<file path="src/hw/rtl/ptw_ram.sv">
// ptw_ram: generic simple dual-port RAM, one write and one registered read
// per cycle. Stand-alone; used by the page table walker.
module ptw_ram #(
   parameter int WIDTH = 8,
   parameter int DEPTH = 16
) (
   input  logic                                     clock,
   input  logic                                     wr_en,
   input  logic [(DEPTH > 1 ? $clog2(DEPTH) : 1)-1:0] wr_addr,
   input  logic [WIDTH-1:0]                         wr_data,
   input  logic [(DEPTH > 1 ? $clog2(DEPTH) : 1)-1:0] rd_addr,
   output logic [WIDTH-1:0]                         rd_data
);
   logic [WIDTH-1:0] mem_ff [DEPTH];
   logic [WIDTH-1:0] rd_data_ff;

   always_ff @(posedge clock) begin
      if (wr_en) begin
         mem_ff[wr_addr] <= wr_data;
      end
      rd_data_ff <= mem_ff[rd_addr];
   end

   assign rd_data = rd_data_ff;

endmodule

</file>
<file path="config.mk">
export PLATFORM = sky130hd
export DESIGN_NAME = ptw_ram
export DESIGN_NICKNAME = d
export VERILOG_FILES = /design/src/hw/rtl/ptw_ram.sv
export SDC_FILE = /design/constraint.sdc
export NUM_CORES = 1
export LEC_CHECK = 0
export BUFFER_PORTS_ARGS = -buffer_cell sky130_fd_sc_hd__clkbuf_2
export CORE_AREA = 2 2 90 114
export DETAILED_ROUTE_END_ITERATION = 8
export DIE_AREA = 0 0 92 116
export PLACE_DENSITY_LB_ADDON = 0.05
export SLEW_MARGIN = 30
export SYNTH_ARGS = -nofsm -noshare
export SYNTH_HDL_FRONTEND = slang
export SYNTH_SLANG_ARGS = --single-unit
</file>
<file path="constraint.sdc">
create_clock -name clock -period 2 [get_ports clock]
set_clock_uncertainty 0.1 [all_clocks]
set_input_delay 0 -clock clock [delete_from_list [all_inputs] [get_ports clock]]
set_output_delay 0 -clock clock [all_outputs]
set_load 0.01 [all_outputs]
</file>
# Yosys cells after proc, flatten, opt, wreduce, memory -nomap -nowiden
# Memories as Yosys holds them, arrays and structs flattened. A register that Yosys moved wholly into a read port is not among the register bits.
# Cells that the tools add are included.
[totals]
ff_bits = 0
latch_bits = 0
mem_bits_rw = 128
romBits = 0
inputBits = 18
out_inout_bits = 8
elab_cells = 3
memories = 1
[classes]
add_sub_neg = 0
n_mul = 0
div = 0
magnitude_cmp = 0
eq_ne = 0
shifts = 0
n_mux = 2
n_bitwise = 0
n_reduce_logical = 0
[memory_table]
columns = ["memory", "depth", "width", "read_ports", "rd_clocked_by_memory_dff", "wr", "line", "rtl"]
rows = [
  ["mem_ff", 16, 8, 1, 1, 1, "14", "logic [WIDTH-1:0] mem_ff [DEPTH];"],
]
[ops]
columns = ["operator", "count"]
rows = [
  ["two-way mux 1 bit", 2],
]

# Depth between registers and ports, before layout
# Gate-level depths: netlist (run 1).
[depth]
ltp_word = 2
ltp_mapped = 5
mapped_depth_nobuf = 3

# Worst setup path before layout (run 1)
# OpenSTA, ideal clock, no wires.
[synth_path]
path_type = "in2reg"
startpoint = "in wr_addr[2] (netlist bit)"
endpoint = "mem mem_ff[0][0] (enable)"
setup_ns = 0.383
arrival_ns = 1.110
t_required_ns = 1.517
path_slack_ns = 0.407
path_stages = 2
n_path_buf = 0
cell_sequence = "or3b_2 -> nor3_1"
[synth_rtl]
columns = ["item", "line", "rtl"]
rows = [
  ["from (decl)", "9", "input logic [(DEPTH > 1 ? $clog2(DEPTH) : 1)-1:0] wr_addr,"],
  ["to (decl)", "14", ""],
]
# Straight into the memory's write port.

# Worst setup path in the final report (run 1)
[layout_path]
startpoint = "in wr_addr[0] (netlist bit)"
endpoint = "mem mem_ff[4][0] (enable)"
# Straight into the memory's write port.

==> impl_metrics.json, run 1 <==
{
  "layout_commonest_cell": "edfxtp_1",
  "rsz0062_at_grt": "false",
  "grt_pass1_wl_mm": 14.79,
  "met2_usage": 0.3172,
  "arrival_ns": 1.69,
  "ys_ff_latch": 136,
  "cts.clk_slew.worst_paths_ns": 0.06,
  "clockBufferDepth": 2,
  "worstSkewPairLatency_ns": 0.41,
  "final_antenna_net_count": 0,
  "clock.fmax_mhz": 592.9,
  "hold_depth": 4,
  "finalMaxSlewViolations": 0,
  "antenna_found_initial": 0,
  "start_util": 0.5413,
  "period_needed_ns": 1.686,
  "post_cts_buffers": 0,
  "die_area_mm2": 0.01067,
  "relSlewSlack": 0.5988,
  "min_from": "rd_addr[3]",
  "die_y_um": 116,
  "overflow": 0,
  "coreArea_mm2": 0.009509,
  "ir_drop_uv": 775.1,
  "power_uw": 6778,
  "max_slew.worst_pin.slew_ns": 0.5996,
  "port-buffer-count": 25,
  "wirelength_mm": 9.294,
  "io_pins": 26,
  "grt_pass1_vias": 2562,
  "final_cell_mix": "edfxtp_1, clkbuf_2, mux4_2, clkbuf_16, buf_4",
  "critPathKind": "input pin to flop",
  "status": "finished, final reports clean",
  "dp.final_hpwl_mm": 5.881,
  "synth_area_per_cell_um2": 22.48,
  "post-route-cell-area_mm2": 0.006271,
  "wire_per_inst_um": 21.46,
  "vias": 2387,
  "vias_per_cell": 5.513,
  "p_per_area_mw_per_mm2": 1081,
  "period_share": 0.8432,
  "worstPathRequired_ns": 2.00,
  "setup_violations": 0,
  "root_buffer": "clkbuf_16",
  "ctsResizeCount": 0,
  "worstReg2RegStart": "mem_ff[1][0]$_DFFE_PP_",
  "start_kind": "input pin",
  "n_antenna_cell": 0,
  "drt-pass1-iter-count": 4,
  "track_usage": 0.1975,
  "placed_area_mm2": 0.005532,
  "drc": 0,
  "hold_slack_ns": 0.07265,
  "syn_area_mm2": 0.005147,
  "finalHoldViolations": 0,
  "synthCells": 229,
  "r2r_cells": 3,
  "met3_usage": 0.05592,
  "rows": 40,
  "die_w_um": 92,
  "syn_to_final_growth_pct": 21.83,
  "fin_nets": 312,
  "setup-tns-final_ns": 0,
  "synth.distinct_cells": 19,
  "r2r-end": "rd_data[0]$_DFF_P_",
  "hold_class": "input pin to flop",
  "cp-end-kind": "flop",
  "regToRegSetupSlack_ns": 0.54,
  "busiest_layer": "met2",
  "numCtsBuffers": 17,
  "drive_above_1_share": 0.3094,
  "gr-usage-met1": 0.2623,
  "grt_max_degree": 33,
  "cts_tree": "built",
  "leakage_uw": 0.002172,
  "yosysSeqAreaShare": 0.7778,
  "cts-htree-levels": 4,
  "maxCapViolCount": 0,
  "drtIter0Drc": 160,
  "yosys_warnings": 0,
  "gp_congestion": 0.7510,
  "cp_max_fo": 7,
  "whs_endpoint": "rd_data[7]$_DFF_P_",
  "cts.sinks": 136,
  "syn_nets": 247
}
logic make-up after synthesis:
family / share of synthesized area
AO/OA/AOI/OAI: 0.02334
buffers and inverters: 0.01677
multiplexers: 0.1502
flip-flops: 0.7778
AND/OR/NAND/NOR: 0.03184
power by group:
group          leakage (uW)  internal (uW)  total, uW  switching [uW]
registers           0.00122           3190       3200            17.1
logic              0.000642            145        316             171
clock network      0.000306           2150       3260            1110
total               0.00217           5480       6780            1300
what timing repair did:
action,in CTS,in global routing
hold endpoints to repair,132,0
setup endpoints to repair,0,0
hold buffers,11,0
worst max-delay path, stage by stage:
cell           delay (ns)
dlygate4sd3_1        0.54
clkbuf_2             0.17
nor3_1               0.29
dlygate4sd3_1        0.69
registers in the layout (all words and copies together), names as in the netlist:
register	count
mem_ff	128
rd_data	8
synth_stat cells:
master           instances  area, um2
and2_1                   1      6.260
nor2b_1                  1      6.260
nand3b_1                 2      15.01
buf_2                    3      15.01
or3b_2                   1      8.760
clkdlybuf4s25_2          3      30.03
and2b_1                  1      7.510
nand2_1                  9      33.78
nor2_1                  13      48.80
nor3_1                   4      20.02
mux4_1                  14      367.9
a22oi_1                 16      120.1
mux4_2                  18      405.4
nand3_1                  1      5.000
buf_4                    1      7.510
dfxtp_1                  8      160.2
nand2b_1                 2      12.51
edfxtp_1               128       3844
buf_6                    3      33.78
per-layer routing:
metal  wire length, um  vias to the layer above
met5                 0                        -
met4               130                        0
met3               285                       11
met2              4629                       50
met1              4249                     1224
li1                  -                     1102
worst max path at each step:
stage,startpoint,to,cells past startpoint
3_5_place_dp,rd_addr[0],rd_data[2]$_DFF_P_,5
5_1_grt,wr_addr[0],mem_ff[4][0]$_DFFE_PP_,4
2_1_floorplan,wr_addr[2],mem_ff[0][0]$_DFFE_PP_,2
6_report,wr_addr[0],mem_ff[4][0]$_DFFE_PP_,4
3_3_place_gp,rd_addr[0],rd_data[2]$_DFF_P_,5
4_1_cts,wr_addr[0],mem_ff[4][0]$_DFFE_PP_,4
area by class of cell:
| class | instances | area, um2 |
|---|---|---|
| Clock buffer | 20 | 456.7 |
| Clock inverter | 12 | 172.7 |
| Fill cell | 656 | 3238 |
| Multi-Input combinational cell | 83 | 1057 |
| Sequential cell | 136 | 4004 |
| Tap cell | 126 | 157.7 |
| Timing Repair Buffer | 56 | 422.9 |
stage by stage:
| stage | setup slack, ns | utilization | cells |
|---|---|---|---|
| after global routing | 0.2636 | 0.6595 | 433 |
| after CTS | 0.3309 | 0.6595 | 433 |
| after detailed placement | 0.3145 | 0.5817 | 390 |
| final | 0.3135 | 0.6595 | 433 |
| after global placement | 0.2983 | 0.5817 | 390 |
| after floorplan | 0.4071 | - | 229 |
Note: power is estimated with default switching activity, not from simulation.
==> run 2, diff against run 1 <==
clock period = 1.74 ns   (was 2 ns; I/O delays follow)
==> impl_metrics.json, run 2 (synthesis gave the netlist of run 1 again) <==
{
  "coreArea_mm2": 0.009509,
  "grt_pass1_vias": 2518,
  "crit_start": "wr_addr[0]",
  "critPathKind": "input pin to flop",
  "fin_ws_ns": 0.1603,
  "drt-pass1-iter-count": 4,
  "worstReg2RegStart": "mem_ff[1][1]$_DFFE_PP_",
  "die_w_um": 92,
  "drive_above_1_share": 0.3094,
  "drtIter0Drc": 223,
  "clock.fmax_mhz": 633.0,
  "io_pins": 26,
  "clockBufferDepth": 2,
  "r2r_cells": 3,
  "hold_slack_ns": 0.03001,
  "relSlewSlack": 0.7098,
  "drc": 0,
  "worstPathRequired_ns": 1.76,
  "gp_congestion": 0.7523,
  "syn_to_final_growth_pct": 20.86,
  "cts-htree-levels": 4,
  "setup_violations": 0,
  "maxCapViolCount": 0,
  "period_share": 0.9079,
  "antenna_found_initial": 0,
  "crit_end": "mem_ff[4][2]$_DFFE_PP_",
  "period_needed_ns": 1.580,
  "setup-tns-final_ns": 0,
  "start_kind": "input pin",
  "grt_pass1_wl_mm": 14.47,
  "wirelength_mm": 9.273,
  "overflow": 0,
  "status": "finished, final reports clean",
  "cts.clk_slew.worst_paths_ns": 0.05,
  "leakage_uw": 0.002158,
  "die_y_um": 116,
  "cp-end-kind": "flop",
  "p_per_area_mw_per_mm2": 1210,
  "fin_nets": 312,
  "track_usage": 0.1962,
  "finalHoldViolations": 0,
  "die_area_mm2": 0.01067,
  "final_cell_mix": "edfxtp_1, clkbuf_2, buf_4, mux4_2, clkbuf_16",
  "rows": 40,
  "vias_per_cell": 5.596,
  "cts_tree": "built",
  "final_antenna_net_count": 0,
  "wire_per_inst_um": 21.42,
  "arrival_ns": 1.59,
  "cts.sinks": 136,
  "cp_max_fo": 7,
  "max_slew.worst_pin.slew_ns": 0.4345,
  "finalMaxSlewViolations": 0,
  "ir_drop_uv": 813.4,
  "start_util": 0.5413,
  "r2r-end": "rd_data[1]$_DFF_P_",
  "power_uw": 7527,
  "largest_reg_flops": 128,
  "root_buffer": "clkbuf_16",
  "port-buffer-count": 25,
  "numCtsBuffers": 17,
  "top_register": "mem_ff",
  "regToRegSetupSlack_ns": 0.28,
  "grt_max_degree": 33,
  "layout_commonest_cell": "edfxtp_1",
  "dp.final_hpwl_mm": 6.047,
  "vias": 2423,
  "worstSkewPairLatency_ns": 0.41,
  "rsz0062_at_grt": "false",
  "n_antenna_cell": 0,
  "hold_class": "input pin to flop",
  "dp_slack_ns": 0.1771
}
-- run 2: changes by cell type in the layout (fill, tap and decap cells not counted) --
cell and change:
clkbuf_8 +3, inv_6 -1, dlygate4sd3_1 -1, clkbuf_1 +1, clkinvlp_4 -1, clkinv_4 -1, buf_12 -1, clkinv_2 +1
bufinv_16 -2, buf_4 +2
-- run 2: metrics by stage --
step                      area (um2)  instances    util
after global routing            6221        433  0.6542
after detailed placement        5527        391  0.5812
after CTS                       6221        433  0.6542
after global placement          5527        391  0.5812
final                           6221        433  0.6542
after floorplan                 5147        229       -
-- run 2: layout make-up --
class | instances | area (um2)
Clock buffer | 24 | 501.7
Clock inverter | 8 | 92.59
Sequential cell | 136 | 4004
Multi-Input combinational cell | 83 | 1057
Timing Repair Buffer | 56 | 407.9
Tap cell | 126 | 157.7
Fill cell | 669 | 3288
-- run 2: critical path: stages --
cell	delay [ns]
dlygate4sd3_1	0.54
clkbuf_2	0.16
nor3_1	0.26
dlygate4sd3_1	0.63
-- run 2: where the power goes --
part | internal [uW] | switching [uW]
Combinational | 163 | 196
Clock | 2280 | 1200
Sequential | 3670 | 19.4
-- run 2: worst min-delay path by stage --
stage	start	end	slack [ns]	cells after the start
2_1_floorplan	wr_data[0]	mem_ff[0][0]$_DFFE_PP_	-0.001	0
3_3_place_gp	rd_data[4]$_DFF_P_	rd_data[4]	0.29	1
3_5_place_dp	rd_data[0]$_DFF_P_	rd_data[0]	0.29	1
4_1_cts	wr_addr[2]	mem_ff[7][2]$_DFFE_PP_	0.01	3
5_1_grt	wr_en	mem_ff[6][2]$_DFFE_PP_	0.03	3
6_report	rd_addr[2]	rd_data[1]$_DFF_P_	0.03	4
-- run 2: what timing repair did --
item,4_1_cts,5_1_grt
gates resized for setup,0,0
endpoints found under the hold margin,130,0
setup buffers,0,0
hold buffers,10,0
-- run 2: layer usage --
metal	global-route usage	vias to the layer above	wire, um
met3	0.05007	12	317
li1	-	1098	-
met4	0.09851	0	146
met2	0.3172	62	4828
met5	0	-	0
met1	0.2515	1251	3980
==> run 3, diff against run 2 <==
BUFFER_PORTS_ARGS = not set   (was -buffer_cell sky130_fd_sc_hd__clkbuf_2)
CAP_MARGIN = 20   (was not set)
DONT_BUFFER_PORTS = 1   (was not set)
==> impl_metrics.json, run 3 (synthesis gave the netlist of run 1 again) <==
{
  "die_y_um": 116,
  "critPathSlowestCell": "dlygate4sd3_1",
  "fin_nets": 284,
  "layout_commonest_cell": "edfxtp_1",
  "critPathKind": "input pin to flop",
  "period_share": 0.8919,
  "cts-htree-levels": 4,
  "start_kind": "input pin",
  "crit_family": "buffers and inverters",
  "maxCapViolCount": 0,
  "setup_violations": 0,
  "cp_num_buf_inv": 3,
  "wirelength_mm": 10.10,
  "final_antenna_net_count": 0,
  "drt-pass1-iter-count": 4,
  "final_cells": 406,
  "setup-tns-final_ns": 0,
  "dp.final_hpwl_mm": 6.277,
  "numCtsBuffers": 17,
  "crit_chain": "dlygate4sd3_1, nor3_1, dlygate4sd3_1, buf_4",
  "max_slew.worst_pin.slew_ns": 0.7609,
  "route.met2.wl_mm": 5.173,
  "syn_to_final_growth_pct": 18.62,
  "largest_reg_flops": 128,
  "port-buffer-count": 0,
  "wl_met1_mm": 4.060,
  "ctsResizeCount": 0,
  "clockBufferDepth": 2,
  "grt_pass1_vias": 2574,
  "wire_per_inst_um": 24.88,
  "root_buffer": "clkbuf_16",
  "post_cts_buffers": 0,
  "cts_tree": "built",
  "vias": 2373,
  "cp_max_fo": 8,
  "ir_drop_uv": 793.1,
  "drc": 0,
  "relSlewSlack": 0.4917,
  "grt_pass1_wl_mm": 15.24,
  "finalHoldViolations": 8,
  "die_w_um": 92,
  "cp-end-kind": "flop",
  "coreArea_mm2": 0.009509,
  "rsz0062_at_grt": "false",
  "place_inst": 361,
  "hold_class": "input pin to flop",
  "path_common_cell": "dlygate4sd3_1",
  "final_cell_mix": "edfxtp_1, mux4_2, clkbuf_16, a22oi_1, buf_4",
  "grt_max_degree": 33,
  "overflow": 0,
  "cts.clk_slew.worst_paths_ns": 0.05,
  "drive_above_1_share": 0.2294,
  "highest_layer": "met4",
  "vias_per_cell": 5.845,
  "rows": 40,
  "start_util": 0.5413,
  "io_pins": 26,
  "track_usage": 0.2090,
  "arrival_ns": 1.56,
  "fin_ws_ns": 0.1881,
  "violations": "hold timing",
  "dp_slack_ns": 0.2339,
  "worstSkewPairLatency_ns": 0.41,
  "wl_met3_um": 687,
  "period_needed_ns": 1.552,
  "multiInputGateArea_mm2": 0.001057,
  "register_area_mm2": 0.004004,
  "die_area_mm2": 0.01067,
  "drtIter0Drc": 254,
  "gp_congestion": 0.7297,
  "max_stage_delay_ns": 0.59,
  "antenna_found_initial": 1,
  "fillers": 683,
  "clock.fmax_mhz": 644.4,
  "ctsHoldBuffers": 12,
  "top_register": "mem_ff",
  "p_per_area_mw_per_mm2": 1274,
  "status": "complete, but fails checks",
  "worstPathRequired_ns": 1.74,
  "cts.sinks": 136,
  "leakage_uw": 0.002032,
  "finalMaxSlewViolations": 0,
  "hold_slack_ns": -0.1606
}
[run 3: changes by cell type in the layout (fill, tap and decap cells not counted), sizes merged]
cell	before	now
buf	21	17
clkbuf	49	18
diode	0	1
clkinvlp	1	4
dlygate4sd3	10	11
bufinv	2	5
[run 3: cell type report]
cell class	instances	area share
Clock inverter	14	0.03361
Timing Repair Buffer	28	0.04098
Tap cell	126	0.02582
Sequential cell	136	0.6557
Clock buffer	18	0.07029
Multi-Input combinational cell	83	0.1732
Antenna cell	1	0.0004098
[run 3: final timing paths]
check	start	end	slack [ns]	cells after the start
max	wr_addr[0]	mem_ff[12][7]$_DFFE_PP_	0.19	4
min	rd_addr[0]	rd_data[3]$_DFF_P_	-0.16	3
max reg2reg	mem_ff[10][4]$_DFFE_PP_	rd_data[4]$_DFF_P_	0.24	3
min reg2reg	mem_ff[12][0]$_DFFE_PP_	rd_data[0]$_DFF_P_	0.58	3
[run 3: power by group]
| part | total [uW] | internal, uW | leakage (uW) | switching (uW) |
|---|---|---|---|---|
| clock network | 3800 | 2520 | 0.000295 | 1270 |
| logic | 281 | 131 | 0.000514 | 150 |
| registers | 3700 | 3670 | 0.00122 | 37.6 |
| total | 7780 | 6320 | 0.00203 | 1460 |
[run 3: layer usage]
| metal | vias to the layer above | track usage |
|---|---|---|
| met2 | 78 | 0.3451 |
| met5 | - | 0 |
| met4 | 0 | 0.08458 |
| met1 | 1226 | 0.2535 |
| met3 | 16 | 0.07672 |
| li1 | 1053 | - |
[run 3: through the flow]
step                      hold slack [ns]  utilization  cell area, um2  power [uW]
after floorplan                 -0.001131            -            5147        3942
after global placement         -0.0002471       0.5614            5339        3962
after detailed placement       -0.0001333       0.5614            5339        3971
after CTS                         -0.1753       0.6418            6103        7823
after global routing              -0.1643       0.6421            6106        8000
final                             -0.1606       0.6421            6106        7781
[run 3: worst reg2reg max path: stages, from the launching register on]
cell      delay [ns]
edfxtp_1        0.37
mux4_1          0.51
a22oi_1         0.32
nand2_1         0.09
